**config.mk**
```make
export PLATFORM = sky130hd
export DESIGN_NAME = bbps_block_eval
export DESIGN_NICKNAME = d
export VERILOG_FILES = /design/src/rtl/bbps_pkg.sv /design/src/rtl/bbps_block_eval.sv
export SDC_FILE = /design/constraint.sdc
export NUM_CORES = 1
export LEC_CHECK = 0
export BUFFER_PORTS_ARGS = -buffer_cell sky130_fd_sc_hd__buf_2
export CAP_MARGIN = 20
export CORE_AREA = 2 2 120 122
export DETAILED_ROUTE_END_ITERATION = 6
export DIE_AREA = 0 0 122 124
export PLACE_DENSITY = 0.79
export REMOVE_ABC_BUFFERS = 1
export SYNTH_ARGS = -nofsm -noshare
export SYNTH_HDL_FRONTEND = slang
export SYNTH_SLANG_ARGS = --single-unit
```
**constraint.sdc**
```tcl
create_clock -name vclk -period 3.25
set_input_delay 0.325 -clock vclk [all_inputs]
set_output_delay 0.325 -clock vclk [all_outputs]
set_load 0.01 [all_outputs]
```
**src/rtl/bbps_pkg.sv**
```systemverilog
`default_nettype none

package bbps_pkg;

	localparam int KEY_W      = 32;
	localparam int ADDR_W     = 12;
	localparam int EIU_W      = 13;
	localparam int RES_W      = 13;
	// Wide enough for a child number 0..KEYS_PER_BLOCK at the largest block size.
	localparam int LANE_MAX_W = 6;

	localparam logic KIND_WRITE = 1'b0;
	localparam logic KIND_QUERY = 1'b1;

	// Outcome of scanning one block against the query key.
	typedef struct packed {
		logic                  eq_hit;
		logic [LANE_MAX_W-1:0] child;
	} bbps_scan_t;

endpackage

`default_nettype wire

```
**src/rtl/bbps_block_eval.sv**
```systemverilog
`default_nettype none

module bbps_block_eval #(
	parameter int KEYS_PER_BLOCK = 8,
	parameter int STORE_DEPTH    = 4096,
	parameter int POS_W          = 17
) (
	input  wire logic [KEYS_PER_BLOCK-1:0][bbps_pkg::KEY_W-1:0] keys,
	input  wire logic [bbps_pkg::KEY_W-1:0]                     query,
	input  wire logic [POS_W-1:0]                               pos,
	output bbps_pkg::bbps_scan_t                                scan
);

	logic [KEYS_PER_BLOCK-1:0] lane_lt;
	logic [KEYS_PER_BLOCK-1:0] lane_eq;

	for (genvar i = 0; i < KEYS_PER_BLOCK; i++) begin : g_lane
		logic [31:0] idx;
		logic        beyond;
		assign idx    = 32'(pos) + 32'(i);
		// Positions past the end of the store act as keys above any query.
		assign beyond = idx >= 32'(STORE_DEPTH);
		assign lane_lt[i] = !beyond && ($signed(keys[i]) < $signed(query));
		assign lane_eq[i] = !beyond && (keys[i] == query);
	end

	// The first lane that is not below the query decides the block.
	always_comb begin
		logic found;
		found       = 1'b0;
		scan.eq_hit = 1'b0;
		scan.child  = bbps_pkg::LANE_MAX_W'(KEYS_PER_BLOCK);
		for (int i = 0; i < KEYS_PER_BLOCK; i++) begin
			if (!found && !lane_lt[i]) begin
				found       = 1'b1;
				scan.child  = bbps_pkg::LANE_MAX_W'(i);
				scan.eq_hit = lane_eq[i];
			end
		end
	end

endmodule

`default_nettype wire

```
==> flow_summary.yaml, run 1 <==
outcome:
  status: "finished, violations left"
  violations: "negative setup slack"
timing:
  fmax_ghz: 0.274
  hold_slack_ns: 1.42
  drv_slew: 0
  finalSetupViolCount: 5
  relSlewSlack_pct: 64.2
  rsz0062_at_grt: "yes"
  fin_crit_sh_pct: 112
  final-hold-violation-count: 0
  tightest_slew_ns: 0.533
  layout_setup_ws_ns: -0.405
  final.min_clock_period_ns: 3.65
placement:
  numPortBuffers: 310
  place.gp.congestion: 0.962
  placedCellCount: 1441
  placed_cell_area_sq_um: 9290
  dp_hpwl_um: 23500
power_and_ir_drop:
  ir_drop_mv: 0.0904
  p_total_mw: 1.36
  p_leak_nw: 5.35
  powerDensity_nw_per_um2: 132
grt:
  grt_usage_pct: 34.5
  grt_max_degree: 11
  grt_pass1_vias: 8668
  grt_pass1_wl_um: 41400
  overflow: 0
  grt_antenna_before_repair: 2
drt:
  antenna_left: 0
  drt-total-wl_um: 28200
  drt_iter0_drc: 407
  routedWlPerCell_um: 19.1
  drt-pass1-iter-count: 5
  drc_errors: 0
  drt-vias-per-instance: 5.80
  num_vias: 8540
layout:
  layout_common_cells: "buf_2, ha_1, buf_4, a21oi_1, nand2_1"
  layout.cells.non_filler: 1473
  num-nets-final: 1855
  drive_gt1_share_pct: 48.1
  seq_cell_count: 0
  nClkBuffers: 0
  stdcell_area_sq_um: 10300
  fin_util_pct: 75.3
  seqCellArea_sq_um: 0
  final_common_cell: "buf_2"
  syn_to_final_growth_pct: 64.6
critical_path:
  required_ns: 2.92
  end_kind: "primary output"
  crit_slowest_cell: "or4_4"
  max_stage_delay_ns: 0.55
  cp.arrival_ns: 3.33
  criticalPathCategory: "in2out"
  path_cells: "buf_6 -> clkinvlp_4 -> ha_4 -> nand4_2 -> nor4_2 -> nand4_1 -> a21oi_2 -> o41ai_4 -> or4_4 -> a2111oi_4 -> a311oi_2 -> o221ai_2 -> buf_2"
  crit_path_max_fanout: 5
  crit_path_start_kind: "primary input"
logic_synthesis:
  synthTopCellsByArea: "ha_1, a21oi_1, nand4_1, a21o_1, nand2_1"
  yosys.area.top_type: "ha_1"
  synth_area_per_cell_sq_um: 7.98
  synthDistinctLibCells: 73
  synthXorXnorAreaFrac_pct: 0.279
  yosys.area_share.adder_pct: 51.0
  synth-compound-area-share_pct: 23.6
  syn-cell-area_sq_um: 6280
  syn_inst: 787
  synth.top_cell.area_share_pct: 51.0
  synth_simple_gate_area_share_pct: 21.4
  synth_warnings: 0
  yosysSeqAreaShare_pct: 0
  synthMuxAreaShare_pct: 0.558
  synth_top_family_by_area: "adder cells"
floorplanning:
  dieHeight_um: 124
  io-pin-count: 312
  core-area_sq_um: 13700
  row_count: 43
  die_w_um: 122
  start_util_pct: 45.8
  die-area_sq_um: 15100
job:
  maxCapViolCount: 0
min_path:
  hp-class: "in2out"
cts:
  cts_hold_buf: 0
-- power by group --
part / switching [mW] / total (mW) / internal (mW)
Sequential: 0 / 0 / 0
Clock: 0 / 0.0000000413 / 0.0000000413
Combinational: 0.674 / 1.36 / 0.687
Total: 0.674 / 1.36 / 0.687
-- repair_timing --
item / CTS / global route
pin swaps: 39 / 33
setup buffers: 19 / 13
hold endpoints to repair: 0 / 0
endpoints found under the setup margin: 5 / 5
gates resized for setup: 88 / 67
-- critical path: cells and delay by family --
| family | cells | cell delay [ns] |
|---|---|---|
| adders and majority gates | 1 | 0.34 |
| buffers and inverters | 3 | 0.44 |
| AOI/OAI and AO/OA | 5 | 0.96 |
| and+or+nand+nor | 4 | 1.24 |
-- cells by family (layout without fill, tap and decap cells) --
family | Yosys count | after routing
xor+xnor | 2 | 2
compound gates | 233 | 233
buf+inv | 48 | 552
other cells | 1 | 3
fa+ha+maj | 256 | 256
mux | 3 | 3
simple gates | 244 | 244
-- cells in the mapped netlist (all sizes together), types with 3 or more instances --
cell / instances
a21boi: 3
or4: 4
nor2: 30
a21o: 30
nor3: 15
o211ai: 13
o21ai: 29
a211oi: 10
or2: 4
nand4: 54
and4: 4
nand2b: 6
or3: 4
inv: 44
nand2: 60
a31oi: 5
buf: 4
nor4: 9
and3: 5
ha: 256
a221oi: 5
nand3: 25
a21oi: 100
o31ai: 3
nor2b: 14
o21a: 5
o41ai: 4
a2111oi: 5
-- cell type report --
class / count / area [sq um]
multi-input combinational: 740 / 6730
fill: 1010 / 3390
antenna: 1 / 2.50
inverter: 44 / 210
tap: 180 / 225
timing repair buffer: 508 / 3170
-- metal layers --
metal | vias up | global-route usage [%] | routed length (um)
met3 | 90 | 5.13 | 1800
met1 | 3922 | 37.7 | 10800
met4 | 2 | 12.6 | 1040
met2 | 388 | 66.8 | 14500
li1 | 4138 | - | -
met5 | - | 0 | 13
-- worst paths after layout --
check,start,end,slack (ns),cells past startpoint
setup / recovery,query[23],scan[6],-0.40,13
hold / removal,pos[2],scan[0],1.42,6
-- per-stage QoR --
step	setup TNS (ns)	worst slack (ns)
after floorplan	0	0.121
after global placement	-1.68	-0.522
after detailed placement	-2.02	-0.572
after CTS	-0.818	-0.334
after global routing	-1.41	-0.463
final	-1.04	-0.405
Note: power is estimated with default switching activity, not from simulation.
==> run 2: changes to the inputs <==
--- a/config.mk
+++ b/config.mk
@@ -7,10 +7,10 @@
 export LEC_CHECK = 0
 export BUFFER_PORTS_ARGS = -buffer_cell sky130_fd_sc_hd__buf_2
 export CAP_MARGIN = 20
-export CORE_AREA = 2 2 120 122
+export CORE_MARGIN = 2
+export CORE_UTILIZATION = 30
 export DETAILED_ROUTE_END_ITERATION = 6
-export DIE_AREA = 0 0 122 124
-export PLACE_DENSITY = 0.79
+export PLACE_DENSITY = 0.6
 export REMOVE_ABC_BUFFERS = 1
 export SYNTH_ARGS = -nofsm -noshare
 export SYNTH_HDL_FRONTEND = slang
==> flow_summary.yaml, run 2 (synthesized netlist as in run 1, its figures left out) <==
critical_path:
  crit_path_start_kind: "primary input"
  cp.arrival_ns: 3.24
  path_cells: "buf_6 -> clkinvlp_4 -> ha_4 -> nand4_1 -> or4_4 -> a21o_1 -> o211ai_1 -> a211oi_4 -> buf_4 -> xnor2_2 -> or4b_1 -> a21o_1 -> o221ai_2 -> buf_2"
  required_ns: 2.92
  worstSetupStartpoint: "query[5]"
  cpLargestDelayFamily: "simple AND/OR/NAND/NOR gates"
  criticalPathCategory: "in2out"
  path_buf_inv: 4
  path_common_cell: "a21o_1"
  crit_path_max_fanout: 6
  end_kind: "primary output"
  max_stage_delay_ns: 0.50
  crit_slowest_cell: "or4b_1"
timing:
  tightest_slew_ns: 0.516
  layout_setup_ws_ns: -0.310
  tns_ns: -0.772
  hold_slack_ns: 1.40
  fmax_ghz: 0.281
  finalSetupViolCount: 5
  fin_crit_sh_pct: 110
  final.min_clock_period_ns: 3.56
  final-hold-violation-count: 0
  drv_slew: 0
  rsz0062_at_grt: "yes"
  relSlewSlack_pct: 65.4
layout:
  drive_gt1_share_pct: 47.6
  layout_common_cells: "buf_2, ha_1, buf_4, a21oi_1, nand2_1"
  final_common_cell: "buf_2"
  layout.cells.non_filler: 1549
  fillCellCount: 2024
  stdcell_area_sq_um: 10300
  seqCellArea_sq_um: 0
  seq_cell_count: 0
  syn_to_final_growth_pct: 63.8
  nClkBuffers: 0
  fin_util_pct: 50.5
  num-nets-final: 1841
grt:
  grt_max_degree: 11
  grt_antenna_before_repair: 1
  overflow: 0
  grt_pass1_vias: 8085
  grt_usage_pct: 23.7
  grt_pass1_wl_um: 41400
drt:
  drt_iter0_drc: 219
  drc_errors: 0
  drt-vias-per-instance: 5.21
  routedWlPerCell_um: 18.0
  drt-total-wl_um: 27800
  antenna_left: 0
  num_vias: 8065
  drt-pass1-iter-count: 4
floorplanning:
  dieHeight_um: 149
  core-area_sq_um: 20400
  die-area_sq_um: 22100
  row_count: 52
  start_util_pct: 30.8
  io-pin-count: 312
  die_w_um: 149
placement:
  dp_hpwl_um: 24800
  placed_cell_area_sq_um: 9370
  placedCellCount: 1523
  dp_slack_ns: -0.650
  numPortBuffers: 310
  place.gp.congestion: 0.948
min_path:
  hold_start: "pos[2]"
  holdPathEnd: "scan[6]"
  hp-class: "in2out"
  hold_depth: 7
power_and_ir_drop:
  p_total_mw: 1.31
  p_leak_nw: 5.34
  powerDensity_nw_per_um2: 127
  ir_drop_mv: 0.0665
outcome:
  violations: "negative setup slack"
  status: "finished, violations left"
job:
  maxCapViolCount: 0
## run 2: metal layers
| layer | share of wire, % | wire, um | GRT usage, % |
|---|---|---|---|
| met1 | 44 | 12100 | 30.0 |
| met2 | 49 | 13700 | 44.1 |
| met3 | 5.6 | 1540 | 2.55 |
| met4 | 1.8 | 490 | 3.43 |
| met5 | 0 | 0 | 0 |
## run 2: where the power goes
part	internal, mW	switching (mW)	total [mW]
clock	0.0000000411	0	0.0000000411
combinational	0.666	0.643	1.31
sequential	0	0	0
## run 2: worst max path at each step
stage	to	slack (ns)	cells after the start
floorplan	scan[6]	0.12	11
global placement	scan[6]	-0.60	16
detailed placement	scan[6]	-0.65	15
CTS	scan[6]	-0.24	14
global route	scan[6]	-0.39	14
finish	scan[6]	-0.31	14
## run 2: cell type report
cell class                 count  area, sq um  share of cell area [%]
timing repair buffer         494         3050                    29.7
inverter                      44          191                    1.86
tap                          270          338                    3.28
antenna                        1         2.50                  0.0243
multi-input combinational    740         6700                    65.2
## run 2: timing repair
item / in CTS / in global routing
setup endpoints to repair: 5 / 5
buffers inserted: 18 / 8
hold buffers: 0 / 0
gates resized for setup: 102 / 47
pin swaps: 43 / 33
==> run 3: changes to the inputs <==
==> constraint.sdc (replaced) <==
create_clock -name vclk -period 3.3
set_input_delay 0.33 -clock vclk [all_inputs]
set_output_delay 0.33 -clock vclk [all_outputs]
set_load 0.01 [all_outputs]
==> flow_summary.yaml, run 3 (synthesized netlist as in run 1, its figures left out) <==
outcome:
  status: "finished, violations left"
  violations: "negative setup slack"
timing:
  fmax_ghz: 0.282
  fin_crit_sh_pct: 107
  drv_slew: 0
  final.min_clock_period_ns: 3.54
  tns_ns: -0.481
  finalSetupViolCount: 4
  layout_setup_ws_ns: -0.242
  final-hold-violation-count: 0
  rsz0062_at_grt: "yes"
  relSlewSlack_pct: 66.1
  tightest_slew_ns: 0.505
layout:
  seq_cell_count: 0
  fillCellCount: 1988
  seqCellArea_sq_um: 0
  layout_common_cells: "buf_2, ha_1, buf_4, a21oi_1, nand2_1"
  syn_to_final_growth_pct: 65.6
  final_common_cell: "buf_2"
  layout.cells.non_filler: 1546
  drive_gt1_share_pct: 48.4
  nClkBuffers: 0
  num-nets-final: 1837
floorplanning:
  dieHeight_um: 149
  die-area_sq_um: 22100
  row_count: 52
  io-pin-count: 312
  die_w_um: 149
  start_util_pct: 30.8
  core-area_sq_um: 20400
placement:
  numPortBuffers: 310
  place.gp.congestion: 0.957
  dp_hpwl_um: 24800
  placedCellCount: 1522
critical_path:
  required_ns: 2.97
  crit_path_max_fanout: 4
  criticalPathCategory: "in2out"
  crit_path_start_kind: "primary input"
  end_kind: "primary output"
  cp.arrival_ns: 3.21
power_and_ir_drop:
  powerDensity_nw_per_um2: 126
  seqPwrFrac_pct: 0
  p_leak_nw: 5.36
  p_sw_share_pct: 49.2
  power_switching_mw: 0.647
  internal_power_mw: 0.667
  p_clk_share_pct: 0
  ir_drop_mv: 0.0727
  p_comb_share_pct: 100.0
  p_total_mw: 1.31
grt:
  grt_usage_pct: 23.9
  grt_antenna_before_repair: 3
  grt_use_met1_pct: 30.5
  busiest_layer: "met2"
  grt_pass1_wl_um: 41700
  grtUsageMet3_pct: 2.67
  overflow: 0
  grt_max_degree: 11
  grt_pass1_vias: 8094
  met2_usage_pct: 44.3
drt:
  drc_errors: 0
  drt-vias-per-instance: 5.11
  num_vias: 7895
  drt_iter0_drc: 204
  drt-total-wl_um: 27700
  antenna_left: 0
  drt-pass1-iter-count: 4
  routedWlPerCell_um: 17.9
min_path:
  hp-class: "in2out"
  hold_start: "pos[2]"
  hold_depth: 7
  holdPathEnd: "scan[6]"
job:
  maxCapViolCount: 0
cts:
  cts_hold_buf: 0
-- run 3: cell count changes in the layout (fill, tap and decap cells not counted), moves of 4 or more --
cell     before  now
buf_4       171  164
o21ai_1       3    8
nand2_1      53   57
nand2_2       7    2
o21ai_0      24   19
-- run 3: how the worst max path moves through the flow --
| stage | startpoint | end | slack, ns |
|---|---|---|---|
| finish | query[19] | scan[6] | -0.24 |
| global route | query[19] | scan[6] | -0.33 |
| CTS | query[19] | scan[6] | -0.24 |
| detailed placement | query[23] | scan[6] | -0.65 |
| global placement | query[14] | scan[6] | -0.60 |
| floorplan | query[9] | scan[6] | 0.16 |
-- run 3: layout make-up --
cell class	count	area [sq um]	share of cell area, %
diodes	2	5.00	0.0481
inverters	44	196	1.89
multi-input cells	740	6830	65.7
well taps	270	338	3.25
repair buffers	490	3030	29.1
-- run 3: worst max-delay path, stage by stage --
cell and delay, ns:
buf_6 0.07, clkinvlp_4 0.13, buf_12 0.17, ha_4 0.14, or3_1 0.38, a221oi_2 0.32
a211oi_2 0.11, buf_4 0.17, o31a_1 0.26, or2_4 0.26, or4_4 0.52, o221ai_2 0.18
buf_2 0.16
-- run 3: per-layer routing --
metal / routed length, um / part of all wire [%] / vias to the layer above
met2: 13500 / 49 / 257
met4: 474 / 1.7 / 2
met5: 13 / 0.047 / -
met3: 1670 / 6.0 / 28
met1: 12000 / 43 / 3504
li1: - / - / 4104
-- run 3: through the flow --
step	hold WS [ns]	util [%]	setup WS [ns]	instance area (sq um)
after floorplan	0.963	-	0.161	6250
after global placement	1.31	45.9	-0.596	9350
after detailed placement	1.32	45.9	-0.650	9350
after CTS	1.40	47.9	-0.236	9760
after global routing	1.43	51.0	-0.328	10400
final	1.39	51.0	-0.242	10400
-- run 3: power by group through the flow --
| stage | clock, mW | combinational [mW] | sequential [mW] |
|---|---|---|---|
| finish | 0.0000000811 | 1.31 | 0 |
| global route | 0.0000000405 | 1.47 | 0 |
| CTS | 0 | 1.22 | 0 |
| detailed placement | 0 | 1.15 | 0 |
| global placement | 0 | 1.14 | 0 |
| floorplan | 0 | 0.560 | 0 |
-- run 3: timing repair --
action	in CTS	in global routing
gates resized for setup	74	103
pin swaps	27	38
setup buffers	8	15
setup endpoints to repair	5	5
endpoints found under the hold margin	0	0
